## src/rtl/imhpq_pkg.sv

```systemverilog
// Shared types and codes of the indexed min-heap priority queue.
package imhpq_pkg;

  localparam int unsigned IdBits      = 6;
  localparam int unsigned NumIds      = 64;
  localparam int unsigned KeyPortBits = 32;
  localparam int unsigned CountBits   = 7;

  localparam logic [2:0] OP_PUSH   = 3'd0;
  localparam logic [2:0] OP_POP    = 3'd1;
  localparam logic [2:0] OP_UPDATE = 3'd2;
  localparam logic [2:0] OP_ERASE  = 3'd3;
  localparam logic [2:0] OP_CLEAR  = 3'd4;
  localparam logic [2:0] OP_PEEK   = 3'd5;

  localparam logic [2:0] STATUS_OK          = 3'd0;
  localparam logic [2:0] STATUS_FULL        = 3'd1;
  localparam logic [2:0] STATUS_EMPTY       = 3'd2;
  localparam logic [2:0] STATUS_NOT_PRESENT = 3'd3;
  localparam logic [2:0] STATUS_PRESENT     = 3'd4;

  typedef struct packed {
    logic [2:0]             op;
    logic [IdBits-1:0]      elem_id;
    logic [KeyPortBits-1:0] key;
  } req_t;

  typedef struct packed {
    logic [2:0]             status;
    logic                   popped_valid;
    logic [IdBits-1:0]      popped_id;
    logic [KeyPortBits-1:0] popped_key;
    logic [IdBits-1:0]      top_id;
    logic [KeyPortBits-1:0] top_key;
    logic                   is_empty;
    logic [CountBits-1:0]   count;
  } rsp_t;

endpackage

```

## src/rtl/imhpq_slot_ram.sv

```systemverilog
// Heap slot memory: one write port, two registered read ports.
module imhpq_slot_ram #(
  parameter int unsigned DEPTH = 64,
  parameter int unsigned WIDTH = 38
) (
  input  logic                     clk_i,
  input  logic                     we_i,
  input  logic [$clog2(DEPTH)-1:0] waddr_i,
  input  logic [WIDTH-1:0]         wdata_i,
  input  logic [$clog2(DEPTH)-1:0] raddr_a_i,
  input  logic [$clog2(DEPTH)-1:0] raddr_b_i,
  output logic [WIDTH-1:0]         rdata_a_o,
  output logic [WIDTH-1:0]         rdata_b_o
);

  logic [WIDTH-1:0] mem [DEPTH];

  always_ff @(posedge clk_i) begin
    if (we_i) begin
      mem[waddr_i] <= wdata_i;
    end
    rdata_a_o <= mem[raddr_a_i];
    rdata_b_o <= mem[raddr_b_i];
  end

endmodule

```

## src/rtl/indexed_min_heap_priority_queue_core.sv

```systemverilog
// Top level of the indexed binary min-heap priority queue.
//
// Usage: one request on the input channel (op, elem_id, key) yields exactly one
// response on the output channel (status, popped element, root and count after
// the operation). Requests are taken one at a time; in_ready_o is high only
// while the sequencer is idle.
// Clear, peek and rejected requests go straight to the response. Push walks
// up the heap level by level; pop, erase and update read the last slot or the
// position table first and then sift level by level. Each move is made by the
// single read-compare-write loop over the slot memory, whose reads are
// registered.
// Reset: the heap is empty and no identifier is present; slot and position
// memories are not cleared, since only live entries are ever read.
// Stall: the response waits in an output register; the next request is taken
// meanwhile, and its result is held in the sequencer until the register frees.
module indexed_min_heap_priority_queue_core #(
  parameter int unsigned CAPACITY = 64,
  parameter int unsigned KEY_BITS = 32
) (
  input  logic               clk_i,
  input  logic               rst_ni,
  input  logic               in_valid_i,
  output logic               in_ready_o,
  input  imhpq_pkg::req_t    in_req_i,
  output logic               out_valid_o,
  input  logic               out_ready_i,
  output imhpq_pkg::rsp_t    out_rsp_o
);

  localparam int unsigned KW = (KEY_BITS < imhpq_pkg::KeyPortBits) ?
                               KEY_BITS : imhpq_pkg::KeyPortBits;
  localparam int unsigned AW = $clog2(CAPACITY);
  localparam int unsigned CW = $clog2(CAPACITY + 1);
  localparam int unsigned IW = imhpq_pkg::IdBits;
  localparam int unsigned SW = IW + KW;

  typedef enum logic [3:0] {
    ST_IDLE, ST_POS_RD, ST_POS_CHK, ST_LAST_RD, ST_LAST_CHK,
    ST_UP_RD, ST_UP_CHK, ST_DN_RD, ST_DN_CHK, ST_FIN
  } state_e;

  state_e                     state_q;
  logic [2:0]                 op_q;
  logic [IW-1:0]              id_q;
  logic [KW-1:0]              key_q;
  logic [AW-1:0]              hole_q;
  logic [CW-1:0]              count_q;
  logic                       settle_q;   // settle: try up first, then down
  logic                       first_q;    // no up move made yet
  logic [2:0]                 status_q;
  logic                       pop_v_q;
  logic [IW-1:0]              pop_id_q;
  logic [KW-1:0]              pop_key_q;
  logic [IW-1:0]              root_id_q;
  logic [KW-1:0]              root_key_q;
  logic [imhpq_pkg::NumIds-1:0] present_q;
  logic                       out_valid_q;
  imhpq_pkg::rsp_t            out_rsp_q;

  // position table
  logic [AW-1:0] pos_mem [imhpq_pkg::NumIds];
  logic [AW-1:0] pos_rdata_q;

  // slot memory ports
  logic          heap_we;
  logic [AW-1:0] heap_waddr;
  logic [SW-1:0] heap_wdata;
  logic [AW-1:0] raddr_a;
  logic [AW-1:0] raddr_b;
  logic [SW-1:0] rdata_a;
  logic [SW-1:0] rdata_b;

  logic [AW-1:0] parent;
  logic [CW:0]   child;
  logic [CW:0]   child_m1;
  logic          dn_end;
  logic          par_gt;
  logic          pick_a;
  logic [SW-1:0] pick;
  logic [AW-1:0] pick_slot;
  logic          dn_move;
  logic          up_only;
  logic          rsp_load;

  imhpq_slot_ram #(
    .DEPTH (CAPACITY),
    .WIDTH (SW)
  ) u_slot_ram (
    .clk_i     (clk_i),
    .we_i      (heap_we),
    .waddr_i   (heap_waddr),
    .wdata_i   (heap_wdata),
    .raddr_a_i (raddr_a),
    .raddr_b_i (raddr_b),
    .rdata_a_o (rdata_a),
    .rdata_b_o (rdata_b)
  );

  // Tree arithmetic around the current hole.
  assign parent   = AW'((hole_q - AW'(1)) >> 1);
  assign child    = ((CW+1)'(hole_q) << 1) + (CW+1)'(2);
  assign child_m1 = child - (CW+1)'(1);
  assign dn_end   = child > {1'b0, count_q};
  assign par_gt   = rdata_a[KW-1:0] > key_q;
  // Take the left child when the right one is missing or strictly greater.
  assign pick_a    = (child == {1'b0, count_q}) || (rdata_b[KW-1:0] > rdata_a[KW-1:0]);
  assign pick      = pick_a ? rdata_a : rdata_b;
  assign pick_slot = pick_a ? AW'(child_m1) : AW'(child);
  assign dn_move   = key_q > pick[KW-1:0];
  assign up_only   = !(settle_q && first_q);

  // Load the output register once the result is ready and the register frees.
  assign rsp_load = (state_q == ST_FIN) && (!out_valid_q || out_ready_i);

  assign raddr_a = (state_q == ST_LAST_RD) ? AW'(count_q) :
                   (state_q == ST_UP_RD)   ? parent : AW'(child_m1);
  assign raddr_b = AW'(child);

  // Place an element at the hole; the position table follows every slot write.
  always_comb begin
    heap_we    = 1'b0;
    heap_waddr = hole_q;
    heap_wdata = {id_q, key_q};
    unique case (state_q)
      ST_UP_RD:  heap_we = (hole_q == '0) && up_only;
      ST_UP_CHK: begin
        if (par_gt) begin
          heap_we    = 1'b1;
          heap_wdata = rdata_a;
        end else begin
          heap_we = up_only;
        end
      end
      ST_DN_RD:  heap_we = dn_end;
      ST_DN_CHK: begin
        heap_we = 1'b1;
        if (dn_move) begin
          heap_wdata = pick;
        end
      end
      default: heap_we = 1'b0;
    endcase
  end

  always_ff @(posedge clk_i) begin
    if (heap_we) begin
      pos_mem[heap_wdata[SW-1:KW]] <= heap_waddr;
    end
    pos_rdata_q <= pos_mem[id_q];
  end

  always_ff @(posedge clk_i or negedge rst_ni) begin
    if (!rst_ni) begin
      state_q     <= ST_IDLE;
      count_q     <= '0;
      present_q   <= '0;
      out_valid_q <= 1'b0;
    end else begin
      if (rsp_load) begin
        out_valid_q <= 1'b1;
      end else if (out_ready_i) begin
        out_valid_q <= 1'b0;
      end
      if (heap_we && heap_waddr == '0) begin
        root_id_q  <= heap_wdata[SW-1:KW];
        root_key_q <= heap_wdata[KW-1:0];
      end
      unique case (state_q)
        ST_IDLE: begin
          if (in_valid_i) begin
            op_q    <= in_req_i.op;
            id_q    <= in_req_i.elem_id;
            key_q   <= in_req_i.key[KW-1:0];
            pop_v_q <= 1'b0;
            unique case (in_req_i.op) inside
              imhpq_pkg::OP_PUSH, imhpq_pkg::OP_UPDATE: begin
                if (in_req_i.op == imhpq_pkg::OP_UPDATE &&
                    present_q[in_req_i.elem_id]) begin
                  status_q <= imhpq_pkg::STATUS_OK;
                  state_q  <= ST_POS_RD;
                end else if (count_q == CW'(CAPACITY)) begin
                  status_q <= imhpq_pkg::STATUS_FULL;
                  state_q  <= ST_FIN;
                end else if (present_q[in_req_i.elem_id]) begin
                  status_q <= imhpq_pkg::STATUS_PRESENT;
                  state_q  <= ST_FIN;
                end else begin
                  status_q <= imhpq_pkg::STATUS_OK;
                  present_q[in_req_i.elem_id] <= 1'b1;
                  hole_q   <= AW'(count_q);
                  count_q  <= count_q + CW'(1);
                  settle_q <= 1'b0;
                  first_q  <= 1'b1;
                  state_q  <= ST_UP_RD;
                end
              end
              imhpq_pkg::OP_POP: begin
                if (count_q == '0) begin
                  status_q <= imhpq_pkg::STATUS_EMPTY;
                  state_q  <= ST_FIN;
                end else begin
                  status_q             <= imhpq_pkg::STATUS_OK;
                  pop_v_q              <= 1'b1;
                  pop_id_q             <= root_id_q;
                  pop_key_q            <= root_key_q;
                  present_q[root_id_q] <= 1'b0;
                  count_q              <= count_q - CW'(1);
                  hole_q               <= '0;
                  state_q              <= ST_LAST_RD;
                end
              end
              imhpq_pkg::OP_ERASE: begin
                if (!present_q[in_req_i.elem_id]) begin
                  status_q <= imhpq_pkg::STATUS_NOT_PRESENT;
                  state_q  <= ST_FIN;
                end else begin
                  status_q <= imhpq_pkg::STATUS_OK;
                  present_q[in_req_i.elem_id] <= 1'b0;
                  state_q <= ST_POS_RD;
                end
              end
              imhpq_pkg::OP_CLEAR: begin
                status_q  <= imhpq_pkg::STATUS_OK;
                count_q   <= '0;
                present_q <= '0;
                state_q   <= ST_FIN;
              end
              imhpq_pkg::OP_PEEK: begin
                status_q <= (count_q == '0) ? imhpq_pkg::STATUS_EMPTY :
                                              imhpq_pkg::STATUS_OK;
                state_q  <= ST_FIN;
              end
              default: begin
                status_q <= imhpq_pkg::STATUS_OK;
                state_q  <= ST_FIN;
              end
            endcase
          end
        end
        ST_POS_RD: state_q <= ST_POS_CHK;
        ST_POS_CHK: begin
          if ((CW+1)'(pos_rdata_q) < (CW+1)'(count_q)) begin
            hole_q <= pos_rdata_q;
            if (op_q == imhpq_pkg::OP_UPDATE) begin
              settle_q <= 1'b1;
              first_q  <= 1'b1;
              state_q  <= ST_UP_RD;
            end else begin
              count_q <= count_q - CW'(1);
              state_q <= ST_LAST_RD;
            end
          end else begin
            state_q <= ST_FIN;
          end
        end
        ST_LAST_RD: state_q <= ST_LAST_CHK;
        ST_LAST_CHK: begin
          id_q     <= rdata_a[SW-1:KW];
          key_q    <= rdata_a[KW-1:0];
          settle_q <= 1'b1;
          first_q  <= 1'b1;
          state_q  <= ST_UP_RD;
        end
        ST_UP_RD: begin
          if (hole_q != '0) begin
            state_q <= ST_UP_CHK;
          end else if (up_only) begin
            state_q <= ST_FIN;
          end else begin
            state_q <= ST_DN_RD;
          end
        end
        ST_UP_CHK: begin
          if (par_gt) begin
            hole_q  <= parent;
            first_q <= 1'b0;
            state_q <= ST_UP_RD;
          end else if (up_only) begin
            state_q <= ST_FIN;
          end else begin
            state_q <= ST_DN_RD;
          end
        end
        ST_DN_RD: state_q <= dn_end ? ST_FIN : ST_DN_CHK;
        ST_DN_CHK: begin
          if (dn_move) begin
            hole_q  <= pick_slot;
            state_q <= ST_DN_RD;
          end else begin
            state_q <= ST_FIN;
          end
        end
        ST_FIN: begin
          // Hold the result until the output register frees.
          if (rsp_load) begin
            out_rsp_q.status       <= status_q;
            out_rsp_q.popped_valid <= pop_v_q;
            out_rsp_q.popped_id    <= pop_v_q ? pop_id_q : '0;
            out_rsp_q.popped_key   <= pop_v_q ? imhpq_pkg::KeyPortBits'(pop_key_q) : '0;
            out_rsp_q.top_id       <= (count_q != '0) ? root_id_q : '0;
            out_rsp_q.top_key      <= (count_q != '0) ?
                                      imhpq_pkg::KeyPortBits'(root_key_q) : '0;
            out_rsp_q.is_empty     <= (count_q == '0);
            out_rsp_q.count        <= imhpq_pkg::CountBits'(count_q);
            state_q                <= ST_IDLE;
          end
        end
        default: state_q <= ST_IDLE;
      endcase
    end
  end

  assign in_ready_o  = (state_q == ST_IDLE);
  assign out_valid_o = out_valid_q;
  assign out_rsp_o   = out_rsp_q;

endmodule

```

## config.mk

```make
export PLATFORM = sky130hd
export DESIGN_NAME = indexed_min_heap_priority_queue_core
export DESIGN_NICKNAME = d
export VERILOG_FILES = /design/src/rtl/imhpq_pkg.sv /design/src/rtl/imhpq_slot_ram.sv /design/src/rtl/indexed_min_heap_priority_queue_core.sv
export SDC_FILE = /design/constraint.sdc
export NUM_CORES = 2
export LEC_CHECK = 0
export BUFFER_PORTS_ARGS = -buffer_cell sky130_fd_sc_hd__buf_2
export CORE_AREA = 5 5 653 655
export CTS_BUF_LIST = sky130_fd_sc_hd__clkbuf_4 sky130_fd_sc_hd__clkbuf_8 sky130_fd_sc_hd__clkbuf_16
export DETAILED_ROUTE_END_ITERATION = 6
export DIE_AREA = 0 0 658 660
export SLEW_MARGIN = 20
export SYNTH_ARGS = -nofsm -noshare
export SYNTH_HDL_FRONTEND = slang
export SYNTH_HIERARCHICAL = 1
export SYNTH_SLANG_ARGS = --single-unit
```

## constraint.sdc

```tcl
create_clock -name clk_i -period 11.31 [get_ports clk_i]
set_input_delay 0.5655 -clock clk_i [delete_from_list [all_inputs] [get_ports clk_i]]
set_output_delay 0.5655 -clock clk_i [all_outputs]
set_load 0.05 [all_outputs]
```

==> flow_summary.yaml <==
status:
  status: "finished with violations"
  violations: "max-slew violations"
routing:
  drt_iter0_drc: 10600
  first_pass_iters: 6
  totalWireLength_um: 470000
  vias_per_cell: 6.19
  drc_errors: 0
  ant_nets: 0
  vias: 84200
  wl_per_cell_um: 34.5
synthesis:
  ys_seq_elements: 3191
  ys.flop_type: "edfxtp_1"
  synth-edff-count: 3033
  synth_compound_area_share_pct: 3.89
  async_reset_ff_share_pct: 2.38
  yosysSeqAreaShare_pct: 64.7
  synth_warnings: 6
  synth_xor_area_share_pct: 0.102
  netlist_area_mm2: 0.146
  synth_most_common_cell: "edfxtp_1"
  syn_avg_cell_area_um2: 19.0
  synthMuxAreaShare_pct: 24.9
  synthDistinctLibCells: 81
  synth_top_family_by_area: "multiplexers"
  synth.area.top_cells: "edfxtp_1, mux4_2, dfrtp_1"
  synth_area_leader_cell: "edfxtp_1"
  synthesis.nets: 7836
  syn_inst: 7680
  yosys.area.top_type_share_pct: 62.3
  synth-simple-area-share_pct: 3.38
  yosys-top-cells-count: "edfxtp_1, mux4_2, nand2_1, clkbuf_1, nor2_1"
  synthAdderAreaFrac_pct: 0.950
grt:
  antenna_found_initial: 37
  grt_pass1_vias: 84700
  grtUsageMet1_pct: 27.8
  grt_pass1_wl_um: 659000
  grtUsageTotal_pct: 21.1
  grtUsageMet3_pct: 4.70
  grt_max_degree: 596
  use_met2_pct: 34.4
  top_usage_layer: "met2"
  grt_overflow: 0
power_and_ir_drop:
  ir_worst_vdd_uv: 241
  powerDensity_mw_per_mm2: 252
  power_w: 0.0417
  p_leak_nw: 52.3
clock_network:
  clock_latency_ns: 0.89
  htreeDepth: 5
  path_clk_slew_ns: 0.06
  hold_buffers: 11
  cts_resized: 0
  clock_tree.root_cell: "clkbuf_16"
  clk_path_buf_depth: 4
  cts_buffers: 325
  cts_tree: "built"
  numClockSinks: 3191
  post-cts-setup-buffer-count: 0
floorplanning:
  core_mm2: 0.419
  dieArea_mm2: 0.434
  ios: 135
  die_h_um: 660
  start_util_pct: 34.9
  die-width_um: 658
  rows: 238
worst_setup_path:
  cp.required_ns: 11.82
  crit_path_max_fanout: 67
  crit_buf_inv: 4
  max_stage_delay_ns: 0.76
  crit_chain: "inv_8 > ha_4 > ha_1 > nand3_1 > a2111oi_4 > a211oi_1 > o211ai_1 > a2bb2oi_4 > buf_4 > nor2_1 > a21oi_1 > ha_1 > nand4_1 > nor4_1 > nand2b_1 > a31oi_1 > o21bai_4 > o221a_2 > inv_2 > buf_4 > o2111ai_2 > nor2_1"
  cp_top_family: "compound AO/OA/AOI/OAI gates"
  cp.arrival_ns: 9.85
  start_kind: "flop"
  path_class: "reg2reg"
  slowest_stage: "a2bb2oi_4"
  reg2reg_slack_ns: 1.98
  cp-end-kind: "flop"
sta:
  finClkSkew_ns: 0.0373
  finalSetupViolCount: 0
  rsz0062_at_grt: "no"
  slew_headroom_pct: -101
  setup_slack_ns: 1.98
  hold_viol: 0
  slew_viol_final: 314
  tns_ns: 0
  fin_crit_sh_pct: 82.5
  period_needed_ns: 9.33
  worst_pin_slew_ns: 3.02
  clock.fmax_mhz: 107
placed_design:
  port_buffers: 134
  dpl.hpwl_um: 281000
  dp_slack_ns: 1.92
  place.gp.congestion: 0.880
layout:
  areaGrowthSynthToFinish_pct: 13.0
  multi_input_area_mm2: 0.0496
  drive_above_1_share_pct: 33.2
  seq_area_mm2: 0.0946
  nets: 7984
  fillCellCount: 37000
job:
  maxCapViolations: 0
min_path:
  holdCritPathClass: "in2reg"
sequential cells by signal, indices dropped and copies added (netlist names), 3 cells and up:
signal and cells:
count_q 7, heap_waddr 6, id_q 6, key_q 32, op_q 3, out_rsp_o 88
pop_id_q 6, pop_key_q 32, pos_mem 384, pos_rdata_q 6, present_q 64, root_id_q 6
root_key_q 32, state_q 4, status_q 3, u_slot_ram/mem 2432, u_slot_ram/rdata_a_o 38, u_slot_ram/rdata_b_o 38
final timing paths:
check	start	end	cells after the start
worst max register to register	heap_waddr[0]	pos_mem[45][3]	22
min in group asynchronous	rst_ni	present_q[59]	2
max in group asynchronous	rst_ni	count_q[0]	3
worst max-delay path	heap_waddr[0]	pos_mem[45][3]	22
worst min register to register	status_q[0]	out_rsp_o[85]	0
worst min-delay path	in_req_i[4]	key_q[4]	2
through the flow:
step / instances / hold WS (ns) / utilization (%) / area (µm²)
6_report: 13600 / 0.0563 / 39.4 / 165000
5_1_grt: 13600 / 0.0183 / 39.4 / 165000
4_1_cts: 13600 / 0.00315 / 39.4 / 165000
2_1_floorplan: 7680 / 0.270 / - / 146000
3_5_place_dp: 13000 / 0.414 / 36.8 / 154000
3_3_place_gp: 13000 / 0.408 / 36.8 / 154000
cells in the final DEF (no fill, tap or decap), types with 110 or more instances in the layout:
cell type	instances
a21oi_1	209
a22oi_1	159
buf_2	133
buf_4	237
clkbuf_16	337
edfxtp_1	3033
ha_1	110
mux2_2	116
mux2i_1	178
mux4_2	1477
nand2_1	332
nand3_1	125
nor2_1	184
o21ai_0	158
logic make-up (layout without fill, tap and decap cells):
family                     after synthesis  after routing
adders and majority gates              111            111
AOI/OAI and AO/OA                      866            866
other                                    1             17
xor gates and xnor gates                17             17
and+or+nand+nor                       1049           1049
DFF                                   3191           3191
muxes                                 1772           1772
buffers and inverters                  673           1074
area by class of cell:
| type | count | share of cell area [%] |
|---|---|---|
| Sequential cell | 3191 | 57.3 |
| Multi-Input combinational cell | 3816 | 30.0 |
| Clock buffer | 405 | 5.47 |
| Tap cell | 5520 | 4.18 |
| Timing Repair Buffer | 399 | 1.77 |
| Clock inverter | 175 | 1.02 |
| Inverter | 95 | 0.226 |
| Antenna cell | 16 | 0.0242 |
power breakdown:
group          total, W  leakage, nW  internal [W]  switching, W
Sequential       0.0148         29.0        0.0145      0.000298
Clock            0.0109         5.33       0.00635       0.00459
Combinational    0.0160         18.0       0.00560        0.0104
per-layer routing:
layer / routed length, µm / share of wire, %
met3: 47700 / 10
met2: 225000 / 48
met1: 178000 / 38
met5: 71 / 0.015
met4: 19300 / 4.1
Note: power is estimated with default switching activity, not from simulation.
